[config.mk]
export PLATFORM = sky130hd
export DESIGN_NAME = utf8_stream_validator_unit
export DESIGN_NICKNAME = d
export VERILOG_FILES = /design/src/rtl/u8v_pkg.sv /design/src/rtl/utf8_stream_validator_unit.sv
export SDC_FILE = /design/constraint.sdc
export NUM_CORES = 1
export LEC_CHECK = 0
export BUFFER_PORTS_ARGS = -buffer_cell sky130_fd_sc_hd__clkbuf_2
export CORE_ASPECT_RATIO = 1.4
export CORE_MARGIN = 3
export CORE_UTILIZATION = 40
export CTS_BUF_LIST = sky130_fd_sc_hd__clkbuf_2 sky130_fd_sc_hd__clkbuf_4 sky130_fd_sc_hd__clkbuf_8
export CTS_CLUSTER_SIZE = 24
export DETAILED_ROUTE_END_ITERATION = 16
export PLACE_DENSITY = 0.54
export SYNTH_ARGS = -nofsm -noshare
export SYNTH_HDL_FRONTEND = slang
export SYNTH_SLANG_ARGS = --single-unit
[constraint.sdc]
create_clock -name clk -period 6.4 [get_ports clk]
set_input_delay 1.92 -clock clk [delete_from_list [all_inputs] [get_ports clk]]
set_output_delay 1.92 -clock clk [all_outputs]
set_load 0.05 [all_outputs]
[src/rtl/u8v_pkg.sv]
// ----------------------------------------------------------------------------
// u8v_pkg
// Shared constants and types for the UTF-8 stream validator.
// ----------------------------------------------------------------------------
package u8v_pkg;

    // Longest text that is checked; later bytes only raise the too-long flag
    localparam int unsigned MAX_TEXT_BYTES = 65536;
    localparam int unsigned CNT_W  = $clog2(MAX_TEXT_BYTES + 1);
    localparam int unsigned POS_W  = $clog2(MAX_TEXT_BYTES);
    localparam int unsigned BASE_W = 32;
    localparam int unsigned OFS_W  = BASE_W + 1;

    // Stream widths
    localparam int unsigned IN_DATA_W  = 40;   // text_byte + base_offset
    localparam int unsigned OUT_DATA_W = 40;   // status + error_offset, zero padded
    localparam int unsigned OUT_PAD_W  = OUT_DATA_W - 2 - OFS_W;

    // Result status codes
    localparam logic [1:0] ST_VALID    = 2'd0;
    localparam logic [1:0] ST_INVALID  = 2'd1;
    localparam logic [1:0] ST_TOO_LONG = 2'd2;

    // Lead bytes with a tighter second-byte range
    localparam logic [2:0] LEAD_NONE = 3'd0;
    localparam logic [2:0] LEAD_E0   = 3'd1;
    localparam logic [2:0] LEAD_ED   = 3'd2;
    localparam logic [2:0] LEAD_F0   = 3'd3;
    localparam logic [2:0] LEAD_F4   = 3'd4;

    // Per-text decoder state
    typedef struct packed {
        logic              in_text;
        logic [CNT_W-1:0]  byte_count;
        logic [BASE_W-1:0] saved_base;
        logic [1:0]        cont_left;
        logic              second_due;
        logic [2:0]        lead_kind;
        logic [POS_W-1:0]  lead_pos;
        logic              tent_err;
        logic [POS_W-1:0]  tent_pos;
        logic              final_err;
        logic [POS_W-1:0]  final_pos;
        logic              too_long;
    } text_state_t;

    localparam text_state_t TEXT_STATE_CLEAR = '0;

endpackage

[src/rtl/utf8_stream_validator_unit.sv]
// ----------------------------------------------------------------------------
// utf8_stream_validator_unit
// Strict UTF-8 checker for a byte stream, one result per text.
// ----------------------------------------------------------------------------
// Usage:
//   Input channel s_axis_*: one text byte per transaction. tlast marks the
//   last byte of a text, tuser marks an empty text (the byte is ignored).
//   base_offset travels in tdata and is taken from a text's first byte.
//   Output channel m_axis_*: one transaction per text, carrying status
//   (valid / invalid / too long) and the error offset (base + byte index).
//   Throughput: one byte per cycle, set by the single-pass decode between
//   the input register and the result register, while no result waits on m_axis_tready.
//   Result path: once its last byte is accepted, a text's result is decoded out
//   of the input register into the result register, which drives m_axis.
//   Stall: while a result waits on m_axis_tready, bytes that produce no
//   result keep flowing; a byte that ends a text waits in the input
//   register until the result register frees up.
//   Reset: rst_n clears both channels and the text state; no text is open.
// ----------------------------------------------------------------------------
module utf8_stream_validator_unit
    import u8v_pkg::*;
(
    input  logic                  clk,
    input  logic                  rst_n,
    // tdata: [7:0] text_byte, [39:8] base_offset
    input  logic [IN_DATA_W-1:0]  s_axis_tdata,
    // tuser: [0] text_empty
    input  logic                  s_axis_tuser,
    input  logic                  s_axis_tlast,
    input  logic                  s_axis_tvalid,
    output logic                  s_axis_tready,
    // tdata: [1:0] status, [34:2] error_offset, [39:35] zero
    output logic [OUT_DATA_W-1:0] m_axis_tdata,
    output logic                  m_axis_tvalid,
    input  logic                  m_axis_tready
);

    // Input register
    logic              in_valid_reg;
    logic [7:0]        byte_reg;
    logic              last_reg;
    logic              empty_reg;
    logic [BASE_W-1:0] base_reg;

    // Result register
    logic              out_valid_reg;
    logic [1:0]        status_reg;
    logic [OFS_W-1:0]  offset_reg;
    logic [1:0]        status_next;
    logic [OFS_W-1:0]  offset_next;

    // Text state
    text_state_t       state_reg;
    text_state_t       state_next;
    text_state_t       work;

    logic              has_result;
    logic              advance;
    logic              byte_ok;
    logic [POS_W-1:0]  pos;

    // Handshake: a transaction that gives no result never waits on the output
    assign has_result    = empty_reg | last_reg;
    assign advance       = in_valid_reg & (~has_result | ~out_valid_reg | m_axis_tready);
    assign s_axis_tready = ~in_valid_reg | advance;

    // Input register
    always_ff @(posedge clk or negedge rst_n)
    begin
        if (!rst_n)
        begin
            in_valid_reg <= 1'b0;
        end
        else if (s_axis_tready)
        begin
            in_valid_reg <= s_axis_tvalid;
        end
    end

    always_ff @(posedge clk)
    begin
        if (s_axis_tready && s_axis_tvalid)
        begin
            byte_reg  <= s_axis_tdata[7:0];
            base_reg  <= s_axis_tdata[8 +: BASE_W];
            last_reg  <= s_axis_tlast;
            empty_reg <= s_axis_tuser;
        end
    end

    // Decode one byte against the text state
    always_comb
    begin
        work        = state_reg;
        byte_ok     = 1'b1;
        status_next = ST_VALID;
        offset_next = '0;
        pos         = state_reg.byte_count[POS_W-1:0];

        // First byte of a text opens a fresh state
        if (!state_reg.in_text)
        begin
            work            = TEXT_STATE_CLEAR;
            work.in_text    = 1'b1;
            work.saved_base = base_reg;
            pos             = '0;
        end

        if (work.byte_count < CNT_W'(MAX_TEXT_BYTES))
        begin
            work.byte_count = work.byte_count + CNT_W'(1);
            if (!work.final_err)
            begin
                if (work.cont_left != 2'd0)
                begin
                    // Continuation byte
                    if (!work.tent_err)
                    begin
                        byte_ok = (byte_reg inside {[8'h80:8'hBF]});
                        if (byte_ok && work.second_due)
                        begin
                            case (work.lead_kind)
                                LEAD_E0: byte_ok = (byte_reg >= 8'hA0);
                                LEAD_ED: byte_ok = (byte_reg <= 8'h9F);
                                LEAD_F0: byte_ok = (byte_reg >= 8'h90);
                                LEAD_F4: byte_ok = (byte_reg <= 8'h8F);
                                default: byte_ok = 1'b1;
                            endcase
                        end
                        if (!byte_ok)
                        begin
                            work.tent_err = 1'b1;
                            work.tent_pos = pos;
                        end
                    end
                    work.second_due = 1'b0;
                    work.cont_left  = work.cont_left - 2'd1;
                    // Sequence done: a held error becomes final
                    if (work.cont_left == 2'd0 && work.tent_err)
                    begin
                        work.final_err = 1'b1;
                        work.final_pos = work.tent_pos;
                        work.tent_err  = 1'b0;
                    end
                end
                else if (byte_reg > 8'h7F)
                begin
                    // Lead byte
                    if (byte_reg inside {[8'hC2:8'hDF]})
                    begin
                        work.cont_left = 2'd1;
                    end
                    else if (byte_reg inside {[8'hE0:8'hEF]})
                    begin
                        work.cont_left = 2'd2;
                    end
                    else if (byte_reg inside {[8'hF0:8'hF4]})
                    begin
                        work.cont_left = 2'd3;
                    end
                    else
                    begin
                        byte_ok = 1'b0;
                    end

                    if (byte_ok)
                    begin
                        case (byte_reg)
                            8'hE0:   work.lead_kind = LEAD_E0;
                            8'hED:   work.lead_kind = LEAD_ED;
                            8'hF0:   work.lead_kind = LEAD_F0;
                            8'hF4:   work.lead_kind = LEAD_F4;
                            default: work.lead_kind = LEAD_NONE;
                        endcase
                        work.lead_pos   = pos;
                        work.second_due = 1'b1;
                    end
                    else
                    begin
                        work.final_err = 1'b1;
                        work.final_pos = pos;
                    end
                end
            end
        end
        else
        begin
            work.too_long = 1'b1;
        end

        // Result for the last byte; too long wins, then final, then truncation
        if (work.too_long)
        begin
            status_next = ST_TOO_LONG;
            offset_next = {1'b0, work.saved_base};
        end
        else if (work.final_err)
        begin
            status_next = ST_INVALID;
            offset_next = {1'b0, work.saved_base} + OFS_W'(work.final_pos);
        end
        else if (work.cont_left != 2'd0)
        begin
            status_next = ST_INVALID;
            offset_next = {1'b0, work.saved_base} + OFS_W'(work.lead_pos);
        end

        state_next = work;
        if (empty_reg)
        begin
            state_next  = TEXT_STATE_CLEAR;
            status_next = ST_VALID;
            offset_next = '0;
        end
        else if (last_reg)
        begin
            state_next = TEXT_STATE_CLEAR;
        end
    end

    // Text state
    always_ff @(posedge clk or negedge rst_n)
    begin
        if (!rst_n)
        begin
            state_reg <= TEXT_STATE_CLEAR;
        end
        else if (advance)
        begin
            state_reg <= state_next;
        end
    end

    // Result register
    always_ff @(posedge clk or negedge rst_n)
    begin
        if (!rst_n)
        begin
            out_valid_reg <= 1'b0;
        end
        else if (advance && has_result)
        begin
            out_valid_reg <= 1'b1;
        end
        else if (m_axis_tready)
        begin
            out_valid_reg <= 1'b0;
        end
    end

    always_ff @(posedge clk)
    begin
        if (advance && has_result)
        begin
            status_reg <= status_next;
            offset_reg <= offset_next;
        end
    end

    assign m_axis_tvalid = out_valid_reg;
    assign m_axis_tdata  = {{OUT_PAD_W{1'b0}}, offset_reg, status_reg};

endmodule
==> flow_summary.toml <==
[outcome]
status = "complete, no violations"

[synth]
synth_cell_types = 80
yosys_warnings = 0
synth_edf_count = 77
yosysMostFrequentCell = "nor2_1"
ys_seq_area_frac = 0.441
yosys.area.top_type = "dfrtp_1"
async_reset_ff_frac = 0.586
synthFlopType = "dfrtp_1"
ys_top_cells_by_area = "dfrtp_1, edfxtp_1, mux2i_1"
synth-seq-cells = 186
synth_cells = 1185
syn_area_per_cell_sq_um = 9.65
synthTopCellsByCount = "nor2_1, dfrtp_1, nand2_1, o21ai_0, a21oi_1"
yosysTopAreaCellShare = 0.239
syn_area_sq_um = 11400

[cells_and_area]
final_layout_size_suffix_gt1_frac = 0.144
fillers = 2724
n_antenna_cell = 0
largest_register_ffs = 107
syn2layout_area_growth_pct = 9.69
nets = 1311
fin_cells = 1612

[place]
place.gp.congestion = 0.916
dp_hpwl_mm = 24.2
dpl_worst_slack_ns = 1.02
portBuffers = 82
dpl.cell_count = 1580

[job]
maxCapViolations = 0

[drt]
drtIter0Drc = 712
num_vias = 9525
wirelength_mm = 34.3
avgRoutedWirePerCell_um = 21.3
viasPerCell = 5.91
ant_nets = 0
drc = 0
drt_first_pass_iters = 5

[power_and_ir_drop]
vdd_ir_drop_max_uv = 141
p_per_area_nw_per_um2 = 224
p_leak_uw = 0.00513

[timing]
timing.final.crit_share = 0.853
setup_ws_ns = 0.944
fin_skew_ns = 0.0230
worstMarginPinSlew_ns = 1.14
rsz0062_at_grt = "false"
setup_viol = 0
max_freq_mhz = 183
tns_ns = 0
hold_viol_final = 0
final_max_slew_viol_count = 0
finalCriticalPeriod_ns = 5.46
max-slew-margin-rel = 0.238

[floorplan]
dieArea_sq_um = 30700
num_io_pins = 88
core_area_sq_um = 27900
die_x_um = 149
fp.dieH_um = 206
rows = 72
start_util = 0.409

[setup_path]
start_kind = "flop"
crit_start = "byte_reg[1]"
path_class = "flop to flop"
crit_arrival_ns = 5.70
end_kind = "flop"
cp.required_ns = 6.64
worstReg2RegStart = "byte_reg[1]"
crit_fanout = 17

[global_route]
grt_max_degree = 63
grt_use_total = 0.226
met2_usage = 0.397
gr-usage-met3 = 0.0314
first_global_vias = 9299
grt_overflow = 0
busiest_layer = "met2"
antenna_found_initial = 0
grt_use_met1 = 0.280
grt_pass1_wl_mm = 53.8

[min_path]
min_from = "state_reg[72]"
hold_class = "flop to flop"

[clock_network]
cts.repair.resized = 0
h-tree-depth = 4
cts_tree = "built"
cts.sinks = 186
cts.clk_slew.worst_paths_ns = 0.11
numCtsBuffers = 17
clock-root-buffer = "clkbuf_8"
cts.path.max_buffers = 2
ctsHoldBuffers = 0
post_cts_buffers = 0
clkLatencyLatePin_ns = 0.50
-- where the power goes --
| part | switching [uW] | leakage [uW] | internal (uW) |
|---|---|---|---|
| Combinational | 449 | 0.00269 | 191 |
| Clock | 501 | 0.000189 | 291 |
| Sequential | 53.7 | 0.00225 | 1330 |
| Total | 1000 | 0.00513 | 1810 |
-- cells by family after synthesis --
logic type	share of synthesized area
AOI/OAI and AO/OA	0.245
and+or+nand+nor	0.141
DFF	0.441
buffers and inverters	0.0388
muxes	0.0699
adders and majority gates	0.0407
xor gates and xnor gates	0.0237
other	0.000328
-- cell usage in the layout (no fill, tap or decap), types with 6 or more instances in the layout --
cell type and n:
clkbuf_8 17, o21ai_0 84, a211o_1 9, a211oi_1 15, edfxtp_1 77, and2_1 10, nand4_1 7, nor2b_1 9
a22o_1 57, a21o_1 20, nor3_1 17, a31oi_1 9, mux2_2 15, ha_1 34, dfrtp_1 108, o211ai_1 8
a21oi_1 81, o22ai_1 15, nand3_1 26, and3_1 7, clkbuf_2 81, xor2_1 10, nand2b_1 11, inv_8 6
nor2_1 120, o31ai_1 10, buf_4 23, nand2_1 105, o21ai_1 9, o221ai_1 21, mux2i_1 63, inv_1 16
xnor2_1 21, o21a_1 15
-- per-stage QoR --
stage               power [uW]  hold slack [ns]  area, sq um   util
finish                    2810            0.489        12500  0.449
global route              2940            0.524        12500  0.449
CTS                       2830            0.493        12500  0.449
detailed placement        2040            0.471        12200  0.435
global placement          2040            0.462        12200  0.435
floorplan                 1840            0.449        11400      -
-- layout make-up --
cell class                      instances  area, sq um  share of cell area
Sequential cell                       186         5040               0.402
Tap cell                              370          463              0.0369
Timing Repair Buffer                  104          578              0.0461
Clock buffer                           17          234              0.0187
Inverter                               19         71.3             0.00569
Multi-Input combinational cell        901         6000               0.478
Clock inverter                         15          154              0.0123
-- path summary, 6_finish.rpt --
kind,cells past startpoint,slack [ns],to
worst max-delay path,20,0.94,offset_reg[18]
max in group asynchronous,2,4.10,state_reg[48]
worst min register to register,2,0.49,state_reg[72]
worst max register to register,20,0.94,offset_reg[18]
worst min-delay path,2,0.49,state_reg[72]
min in group asynchronous,1,1.27,state_reg[53]
-- critical path, cell delays in order, from the launching register on --
cell and delay [ns]:
edfxtp_1 0.47, or4_4 0.57, o41ai_4 0.34, a21oi_1 0.16, o22ai_2 0.20, buf_4 0.33, mux2i_1 0.12, nor2_1 0.14
nor3_1 0.08, o22ai_1 0.19, ha_1 0.22, inv_1 0.06, fa_1 0.38, nor2b_1 0.20, o31a_1 0.22, o22ai_1 0.14
o21ai_0 0.53, o21bai_1 0.24, a221oi_4 0.35, o21a_1 0.17, o22ai_1 0.08
-- layer usage --
layer / wire, um / part of all wire
met5: 0 / 0
met4: 1090 / 0.032
met3: 1200 / 0.035
met2: 17600 / 0.51
met1: 14400 / 0.42
(Power assumes the default switching activity.)
